[config.mk]
export PLATFORM = sky130hd
export DESIGN_NAME = frame_buffer_pool_lru
export DESIGN_NICKNAME = d
export VERILOG_FILES = /design/src/design/fbp_pkg.sv /design/src/design/fbp_cell.sv /design/src/design/frame_buffer_pool_lru.sv
export SDC_FILE = /design/constraint.sdc
export NUM_CORES = 2
export LEC_CHECK = 0
export ABC_CLOCK_PERIOD_IN_PS = 3930
export BUFFER_PORTS_ARGS = -buffer_cell sky130_fd_sc_hd__buf_2
export CORE_ASPECT_RATIO = 1.1
export CORE_MARGIN = 5
export CORE_UTILIZATION = 40
export DETAILED_ROUTE_END_ITERATION = 7
export SLEW_MARGIN = 40
export SYNTH_ARGS = -nofsm -noshare
export SYNTH_HDL_FRONTEND = slang
export SYNTH_SLANG_ARGS = --single-unit
export TNS_END_PERCENT = 20
[constraint.sdc]
create_clock -name aclk -period 3.93 [get_ports aclk]
set_clock_uncertainty 0.2 [all_clocks]
set_input_delay 0.1965 -clock aclk [delete_from_list [all_inputs] [get_ports aclk]]
set_output_delay 0.1965 -clock aclk [all_outputs]
set_load 0.005 [all_outputs]
[src/design/fbp_pkg.sv]
`timescale 1ns / 1ps
package fbp_pkg;

    localparam int SLOTS     = 16;
    localparam int IDX_W     = $clog2(SLOTS);
    localparam int CNT_W     = $clog2(SLOTS + 1);
    localparam int WAIT_W    = $clog2(SLOTS + 2);
    localparam int KB_W      = 18;
    localparam int FMT_W     = 32;
    localparam int AGE_W     = 32;
    localparam int MAXKB_W   = 22;
    localparam int TOT_W     = (KB_W + CNT_W > MAXKB_W) ? KB_W + CNT_W : MAXKB_W + 1;
    localparam int IN_W      = 56;
    localparam int OUT_W     = 48;

    localparam logic [MAXKB_W-1:0] TOTAL_MAX  = 22'h3FFFFF;
    localparam logic [MAXKB_W-1:0] MAXKB_RST  = 22'd65536;

    localparam logic [1:0] OP_GET     = 2'd0;
    localparam logic [1:0] OP_RELEASE = 2'd1;
    localparam logic [1:0] OP_FLUSH   = 2'd2;

    localparam logic [2:0] ST_REUSED   = 3'd0;
    localparam logic [2:0] ST_NEW      = 3'd1;
    localparam logic [2:0] ST_NOROOM   = 3'd2;
    localparam logic [2:0] ST_RELEASED = 3'd3;
    localparam logic [2:0] ST_NOTFOUND = 3'd4;
    localparam logic [2:0] ST_FLUSHED  = 3'd5;

    localparam logic [2:0] CMD_NONE    = 3'd0;
    localparam logic [2:0] CMD_BUSY    = 3'd1;
    localparam logic [2:0] CMD_EVICT   = 3'd2;
    localparam logic [2:0] CMD_ALLOC   = 3'd3;
    localparam logic [2:0] CMD_RELEASE = 3'd4;
    localparam logic [2:0] CMD_FLUSH   = 3'd5;

    typedef struct packed {
        logic [2:0]       code;
        logic [IDX_W-1:0] idx;
        logic [FMT_W-1:0] fmt;
        logic [KB_W-1:0]  kb;
        logic [AGE_W-1:0] age;
    } cmd_t;

    typedef struct packed {
        logic             hit_f;
        logic [IDX_W-1:0] hit_idx;
        logic             min_f;
        logic [IDX_W-1:0] min_idx;
        logic [AGE_W-1:0] min_age;
        logic             empty_f;
        logic [IDX_W-1:0] empty_idx;
        logic [CNT_W-1:0] count;
        logic [CNT_W-1:0] busy;
        logic [TOT_W-1:0] total;
    } rec_t;

endpackage

[src/design/fbp_cell.sv]
`timescale 1ns / 1ps
module fbp_cell (
    input  logic                 aclk,
    input  logic                 aresetn,
    input  logic [fbp_pkg::IDX_W-1:0] cell_idx,
    input  fbp_pkg::cmd_t        cmd,
    input  fbp_pkg::rec_t        rec_in,
    output fbp_pkg::rec_t        rec_out,
    output logic                 valid_o
);
    import fbp_pkg::*;

    logic             valid_reg, valid_next;
    logic             busy_reg, busy_next;
    logic [AGE_W-1:0] age_reg, age_next;
    logic [FMT_W-1:0] fmt_reg, fmt_next;
    logic [KB_W-1:0]  kb_reg, kb_next;
    rec_t             rec_reg, rec_next;
    logic             sel;
    logic             free;

    assign sel  = (cmd.idx == cell_idx);
    assign free = valid_reg && !busy_reg;

    always_comb begin
        valid_next = valid_reg;
        busy_next  = busy_reg;
        age_next   = age_reg;
        fmt_next   = fmt_reg;
        kb_next    = kb_reg;
        unique case (cmd.code)
            CMD_BUSY: begin
                if (sel) busy_next = 1'b1;
            end
            CMD_EVICT: begin
                if (sel) valid_next = 1'b0;
            end
            CMD_ALLOC: begin
                if (sel) begin
                    valid_next = 1'b1;
                    busy_next  = 1'b1;
                    fmt_next   = cmd.fmt;
                    kb_next    = cmd.kb;
                    age_next   = '0;
                end
            end
            CMD_RELEASE: begin
                if (sel) begin
                    busy_next = 1'b0;
                    age_next  = cmd.age;
                end
            end
            CMD_FLUSH: begin
                if (!busy_reg) valid_next = 1'b0;
            end
            default: ;
        endcase
    end

    // search record picks up this cell's contribution on its way down the row
    always_comb begin
        rec_next = rec_in;
        if (free && !rec_in.hit_f && fmt_reg == cmd.fmt) begin
            rec_next.hit_f   = 1'b1;
            rec_next.hit_idx = cell_idx;
        end
        if (free && (!rec_in.min_f || age_reg < rec_in.min_age)) begin
            rec_next.min_f   = 1'b1;
            rec_next.min_idx = cell_idx;
            rec_next.min_age = age_reg;
        end
        if (!valid_reg && !rec_in.empty_f) begin
            rec_next.empty_f   = 1'b1;
            rec_next.empty_idx = cell_idx;
        end
        if (valid_reg) begin
            rec_next.count = rec_in.count + 1'b1;
            rec_next.total = rec_in.total + TOT_W'(kb_reg);
            if (busy_reg) rec_next.busy = rec_in.busy + 1'b1;
        end
    end

    always_ff @(posedge aclk) begin
        if (!aresetn) begin
            valid_reg <= 1'b0;
            busy_reg  <= 1'b0;
        end else begin
            valid_reg <= valid_next;
            busy_reg  <= busy_next;
        end
        age_reg <= age_next;
        fmt_reg <= fmt_next;
        kb_reg  <= kb_next;
        rec_reg <= rec_next;
    end

    assign rec_out = rec_reg;
    assign valid_o = valid_reg;

endmodule

[src/design/frame_buffer_pool_lru.sv]
`timescale 1ns / 1ps
// channel   ports            tdata fields (low bit first)
// s_        tvalid/tready    opcode, frame_width, frame_height, color_model,
//                            frame_kbytes, release_slot
// m_        tvalid/tready    status, slot, slot_count, busy_count, total_kbytes, evicted
// cfg_      wr_en/wr_data    max_kbytes
// each slot is a cell; a search record walks the row one cell a cycle. release and
// flush take two scans, a reuse two, a new allocation two plus one per eviction
// (up to SLOTS+2 scans).
// reset clears all slots, the moment counter and sets max_kbytes to 65536.
// s_tready is high whenever no item is in work; a held result does not block it.
module frame_buffer_pool_lru (
    input  logic                          aclk,
    input  logic                          aresetn,
    input  logic                          s_tvalid,
    output logic                          s_tready,
    // opcode, frame_width, frame_height, color_model, frame_kbytes, release_slot
    input  logic [fbp_pkg::IN_W-1:0]      s_tdata,
    output logic                          m_tvalid,
    input  logic                          m_tready,
    // status, slot, slot_count, busy_count, total_kbytes, evicted, zero pad
    output logic [fbp_pkg::OUT_W-1:0]     m_tdata,
    input  logic                          cfg_wr_en,
    input  logic [fbp_pkg::MAXKB_W-1:0]   cfg_wr_data
);
    import fbp_pkg::*;

    localparam logic [1:0] S_IDLE = 2'd0;
    localparam logic [1:0] S_SCAN = 2'd1;
    localparam logic [1:0] S_OUT  = 2'd2;

    logic [1:0]         state_reg;
    logic [WAIT_W-1:0]  cnt_reg;
    logic [1:0]         op_reg;
    logic [FMT_W-1:0]   fmt_reg;
    logic [KB_W-1:0]    kb_reg;
    logic [3:0]         rel_reg;
    logic [MAXKB_W-1:0] max_kbytes_reg;
    logic [AGE_W-1:0]   moment_reg;
    logic [CNT_W-1:0]   evicted_reg;
    logic [2:0]         status_reg;
    logic [IDX_W-1:0]   slot_reg;
    logic               extra_reg, final_reg, skip_reg;
    logic [2:0]         cmd_code_reg;
    logic [IDX_W-1:0]   cmd_idx_reg;
    logic               m_tvalid_reg;
    logic [OUT_W-1:0]   m_tdata_reg;

    cmd_t               cmd;
    rec_t               chain [SLOTS+1];
    logic [SLOTS-1:0]   valid_vec;
    rec_t               last;
    logic               rel_ok;
    logic [MAXKB_W-1:0] total_sat;
    logic               over;
    logic               decide;
    logic               evict_now;

    assign cmd.code = cmd_code_reg;
    assign cmd.idx  = cmd_idx_reg;
    assign cmd.fmt  = fmt_reg;
    assign cmd.kb   = kb_reg;
    assign cmd.age  = moment_reg;

    assign chain[0] = '0;

    genvar g;
    generate
        for (g = 0; g < SLOTS; g++) begin : g_cell
            fbp_cell u_cell (
                .aclk    (aclk),
                .aresetn (aresetn),
                .cell_idx(IDX_W'(g)),
                .cmd     (cmd),
                .rec_in  (chain[g]),
                .rec_out (chain[g+1]),
                .valid_o (valid_vec[g])
            );
        end
    endgenerate

    assign last      = chain[SLOTS];
    assign rel_ok    = (32'(rel_reg) < SLOTS) && valid_vec[IDX_W'(rel_reg)];
    assign over      = last.total > TOT_W'(max_kbytes_reg);
    assign total_sat = (last.total > TOT_W'(TOTAL_MAX)) ? TOTAL_MAX : MAXKB_W'(last.total);
    assign decide    = (state_reg == S_SCAN) && (cnt_reg == WAIT_W'(SLOTS + 1)) && !final_reg;
    // a get that has to evict once more and scan again
    assign evict_now = !(!skip_reg && last.hit_f) && last.min_f && !extra_reg &&
                       (over || !last.empty_f);

    assign s_tready = (state_reg == S_IDLE);
    assign m_tvalid = m_tvalid_reg;
    assign m_tdata  = m_tdata_reg;

    always_ff @(posedge aclk) begin
        if (!aresetn) begin
            state_reg      <= S_IDLE;
            cnt_reg        <= '0;
            max_kbytes_reg <= MAXKB_RST;
            moment_reg     <= '0;
            cmd_code_reg   <= CMD_NONE;
            m_tvalid_reg   <= 1'b0;
        end else begin
            if (cfg_wr_en) max_kbytes_reg <= cfg_wr_data;
            if (m_tvalid_reg && m_tready && state_reg != S_OUT) m_tvalid_reg <= 1'b0;
            if (!decide) cmd_code_reg <= CMD_NONE;
            unique case (state_reg)
                S_IDLE: begin
                    if (s_tvalid) begin
                        op_reg      <= s_tdata[1:0];
                        fmt_reg     <= {s_tdata[14:2], s_tdata[27:15], s_tdata[33:28]};
                        kb_reg      <= s_tdata[51:34];
                        rel_reg     <= s_tdata[55:52];
                        evicted_reg <= '0;
                        extra_reg   <= 1'b0;
                        final_reg   <= 1'b0;
                        skip_reg    <= 1'b0;
                        status_reg  <= ST_NOTFOUND;
                        slot_reg    <= '0;
                        cnt_reg     <= '0;
                        state_reg   <= S_SCAN;
                    end
                end
                S_SCAN: begin
                    if (cnt_reg != WAIT_W'(SLOTS + 1)) begin
                        cnt_reg <= cnt_reg + 1'b1;
                    end else begin
                        cnt_reg <= '0;
                        if (final_reg) begin
                            state_reg <= S_OUT;
                        end else begin
                            final_reg <= !(op_reg == OP_GET && evict_now);
                            case (op_reg)
                                OP_GET: begin
                                    if (!skip_reg && last.hit_f) begin
                                        cmd_code_reg <= CMD_BUSY;
                                        cmd_idx_reg  <= last.hit_idx;
                                        status_reg   <= ST_REUSED;
                                        slot_reg     <= last.hit_idx;
                                    end else if (over && last.min_f && !extra_reg) begin
                                        skip_reg     <= 1'b1;
                                        cmd_code_reg <= CMD_EVICT;
                                        cmd_idx_reg  <= last.min_idx;
                                        evicted_reg  <= evicted_reg + 1'b1;
                                    end else if (last.empty_f) begin
                                        cmd_code_reg <= CMD_ALLOC;
                                        cmd_idx_reg  <= last.empty_idx;
                                        status_reg   <= ST_NEW;
                                        slot_reg     <= last.empty_idx;
                                    end else if (last.min_f && !extra_reg) begin
                                        // table full: make room with one more eviction
                                        skip_reg     <= 1'b1;
                                        extra_reg    <= 1'b1;
                                        cmd_code_reg <= CMD_EVICT;
                                        cmd_idx_reg  <= last.min_idx;
                                        evicted_reg  <= evicted_reg + 1'b1;
                                    end else begin
                                        status_reg <= ST_NOROOM;
                                        slot_reg   <= '0;
                                    end
                                end
                                OP_RELEASE: begin
                                    if (rel_ok) begin
                                        moment_reg   <= moment_reg + 1'b1;
                                        cmd_code_reg <= CMD_RELEASE;
                                        cmd_idx_reg  <= IDX_W'(rel_reg);
                                        status_reg   <= ST_RELEASED;
                                        slot_reg     <= IDX_W'(rel_reg);
                                    end
                                end
                                OP_FLUSH: begin
                                    cmd_code_reg <= CMD_FLUSH;
                                    evicted_reg  <= last.count - last.busy;
                                    status_reg   <= ST_FLUSHED;
                                end
                                default: ;
                            endcase
                        end
                    end
                end
                S_OUT: begin
                    if (!m_tvalid_reg || m_tready) begin
                        m_tvalid_reg <= 1'b1;
                        m_tdata_reg  <= {4'd0, 5'(evicted_reg), total_sat, 5'(last.busy),
                                         5'(last.count), 4'(slot_reg), status_reg};
                        state_reg    <= S_IDLE;
                    end
                end
                default: state_reg <= S_IDLE;
            endcase
        end
    end

endmodule

==> impl_results.md <==
* Cell type group with the largest total delay on the critical path: simple AND/OR/NAND/NOR gates
* Worst-case clock buffer depth at 4
* Clock group share of total power at 47.4%
* Warnings from Yosys at 0
* Top cell types by occurrence after synthesis: 1431 x sky130_fd_sc_hd__edfxtp_1, 1265 x sky130_fd_sc_hd__dfxtp_1, 797 x sky130_fd_sc_hd__ha_1
* First-pass GRT wire length at roughly 470000 um
* CTS tree: built
* Leading cell types by total area after synthesis: sky130_fd_sc_hd__edfxtp_1 36%, sky130_fd_sc_hd__dfxtp_1 21%, sky130_fd_sc_hd__ha_1 8.3%, sky130_fd_sc_hd__xnor2_1 4.9%, sky130_fd_sc_hd__mux2_2 4.7%
* Critical-path cell with the highest stage delay: sky130_fd_sc_hd__or4_1
* CP Data Arrival Time at 4.21 ns
* Flop pwr share at 51.1%
* Endpoint kind of the worst setup timing path: register
* Sequential-to-total area share from yosys stat at a little under three fifths
* Filler cell count at about 27000
* Final antenna-violating net count at 0
* Top-count cell post-synth: sky130_fd_sc_hd__edfxtp_1
* Post-route setup slack at 0.248 ns
* Number of setup violations in the final report at 0
* Cells after synthesis at ~10000
* Initial Util at 40.2%
* Yosys reg bits at between 2000 and 3000
* Cell row count at 211
* Final nets at 11500
* Global route total overflow at 0
* Die Outline Area at 313000 um^2
* Total routing resource utilization after global routing at 19.2%
* Ys async rst share at 0%
* Hold WS at 0.0643 ns
* Number of search-and-repair iterations in the first detailed-routing pass at 6
* Flip-flop count of the largest register, all copies and words added at 1168
* Die Span X at approximately 530 um
* Kind of start point of the critical path: register
* Synth-to-Final Area Change at 15.6%
* Chip Height at 586 um
* Post-synthesis cell area at 121000 um^2
* Clock-pin slew on the worst setup and hold paths at roughly 0.060 ns
* Average cell area after synthesis at approximately 12 um^2
* Worst skew pair latency at 0.89 ns
* IO Port Bufs at 128
* Leakage component of the power at 53.4 nW
* Weighted congestion reported at the end of routability-driven placement at 0.860
* Min cycle time layout at 3.68 ns
* Net switching share of the total power at 20.5%
* Minimum setup slack after placement at 0.306 ns
* Number of clock sinks at 2696
* Number of global-route vias before repair at 80600
* Total detailed-routing wirelength at 309000 um
* Number of enable flip-flop cells after synthesis at 1431
* Average routed wire per standard cell at 20.9 um
* Multi-input logic area at 49000 um^2
* Share of final-layout standard cells stronger than drive strength 1 at 14.3%
* Required arrival time at the worst endpoint at around 4.5 ns
* Max rail drop VDD at 0.000344 V
* Number of DRC violations after detailed-routing iteration 0 at 5410
* Internal power consumption at 46.0 mW
* Largest net degree at the start of global routing at 96
* Peak Freq at 0.272 GHz
* Pwr per Cell Area at 414 nW/um^2
* Final slew viol count at 0
* Library cell occupying the most area in the post-synthesis netlist: sky130_fd_sc_hd__edfxtp_1
* Type of the worst setup path: register to register
* DRC violation count after routing at 0
* Antenna violations before repair at 10
* Maximum level of the CTS H-tree at 5
* Via density per instance at around 5.3
* Buf+Inv Stages, Crit Path at 1
* Register area at approximately 68000 um^2
* Final hold viol count at 0
* Final worst-path cycle share at 93.7%
* Biggest fanout along the worst timing path at between 60 and 70
* Max-cap violation count at 0
* Distinct cell type count after synthesis at 87
* Worst path cell trace: ha_1, nand4_1, nor2_1, nand3_1, or3_1, or4_1, o32ai_4, buf_12, nor2_1, or3_1
* Number of CTS-inserted buffers at roughly 300
* Power spent charging and discharging nets at ~12 mW
* Cell at the root of the clock tree: sky130_fd_sc_hd__clkbuf_16
* Setup repair after global routing missed its margin: false
* Result of the run: completed
* Hold crit path type: input port to register
* Via count at ~80000
* Peak per-stage delay on the critical path at 0.61 ns
* Slew headroom at 41.7%
* Predominant post-synthesis flop cell: sky130_fd_sc_hd__edfxtp_1
* Top-area cell type share of the netlist area at about 36%
* Hpwl dp at 215000 um
* Combinational Power Share at roughly 1.5%
* Worst Max-Slew Pin Slew at 0.865 ns
* Floorplan Core Area at around 300000 um^2
* Ports placed on the boundary at 133
## placed cells by master (no fill, tap or decap), types with 182 or more instances in the layout
master                          count
sky130_fd_sc_hd__mux2_2           509
sky130_fd_sc_hd__a21o_1           182
sky130_fd_sc_hd__a21oi_1          304
sky130_fd_sc_hd__nand2_1          437
sky130_fd_sc_hd__buf_4            200
sky130_fd_sc_hd__ha_1             797
sky130_fd_sc_hd__edfxtp_1        1431
sky130_fd_sc_hd__nand4_1          234
sky130_fd_sc_hd__dlygate4sd3_1    203
sky130_fd_sc_hd__xnor2_1          670
sky130_fd_sc_hd__clkbuf_16        308
sky130_fd_sc_hd__nand3_1          351
sky130_fd_sc_hd__o21ai_0          272
sky130_fd_sc_hd__inv_1            664
sky130_fd_sc_hd__nor2_1           444
sky130_fd_sc_hd__dfxtp_1         1258
## metrics by stage
step,cells,power [mW],cell area [um^2],TNS (ns),util (%)
global route,14800,59.8,140000,0,46.5
global placement,14000,30.9,128000,0,42.5
floorplan,10100,30.5,121000,-4.47,-
finish,14800,57.8,140000,0,46.5
CTS,14800,58.5,140000,0,46.5
detailed placement,14000,30.9,128000,0,42.6
## final timing paths
kind	start	endpoint	slack (ns)	cells after the start
setup reg to reg	g_cell[10].u_cell.age_reg[25]	g_cell[10].u_cell.rec_out[73]	0.25	10
hold / removal	s_tdata[54]	rel_reg[2]	0.06	2
setup / recovery	g_cell[10].u_cell.age_reg[25]	g_cell[10].u_cell.rec_out[73]	0.25	10
hold reg to reg	g_cell[12].u_cell.rec_out[70]	g_cell[13].u_cell.rec_out[70]	0.17	1
## power by group through the flow
stage,Sequential (mW),Combinational [mW],Clock [mW]
after detailed placement,30.2,0.691,0
after floorplan,30.2,0.338,0
after CTS,29.6,0.859,28.1
after global placement,30.2,0.667,0
final,29.6,0.854,27.4
after global routing,29.6,0.917,29.3
## cell type report
| cell class | count | share of cell area (%) |
|---|---|---|
| Tap cell | 3940 | 3.53 |
| Multi-Input combinational cell | 6341 | 35.1 |
| Sequential cell | 2696 | 48.9 |
| Inverter | 666 | 1.79 |
| Clock buffer | 438 | 6.21 |
| Antenna cell | 12 | 0.0215 |
| Timing Repair Buffer | 587 | 3.74 |
| Clock inverter | 106 | 0.699 |
## layer usage
layer | wire length, um | vias up | share of wire (%) | GRT usage, %
met5 | 0 | - | 0 | 0
met4 | 10700 | 0 | 3.5 | 6.46
met3 | 12300 | 534 | 4.0 | 2.45
met2 | 160000 | 1750 | 52 | 35.8
met1 | 126000 | 38900 | 41 | 22.9
li1 | - | 37800 | - | -
## cell families (layout without fill, tap and decap cells)
kind of cell,after synthesis,in the layout,share of synthesized area [%]
AND/OR/NAND/NOR,2532,2532,11.0
AO/OA/AOI/OAI,1598,1598,9.33
XOR/XNOR,837,837,6.07
other,1,16,0.00311
multiplexers,557,557,5.20
flip-flops,2696,2696,56.6
buffers and inverters,1046,1797,3.30
adder cells (fa/ha/maj),813,813,8.52
## what timing repair did
action,4_1_cts,5_1_grt
resized for setup,0,0
hold buffers,203,0
hold endpoints to repair,225,0
buffers inserted,0,0
(Power assumes the default switching activity.)
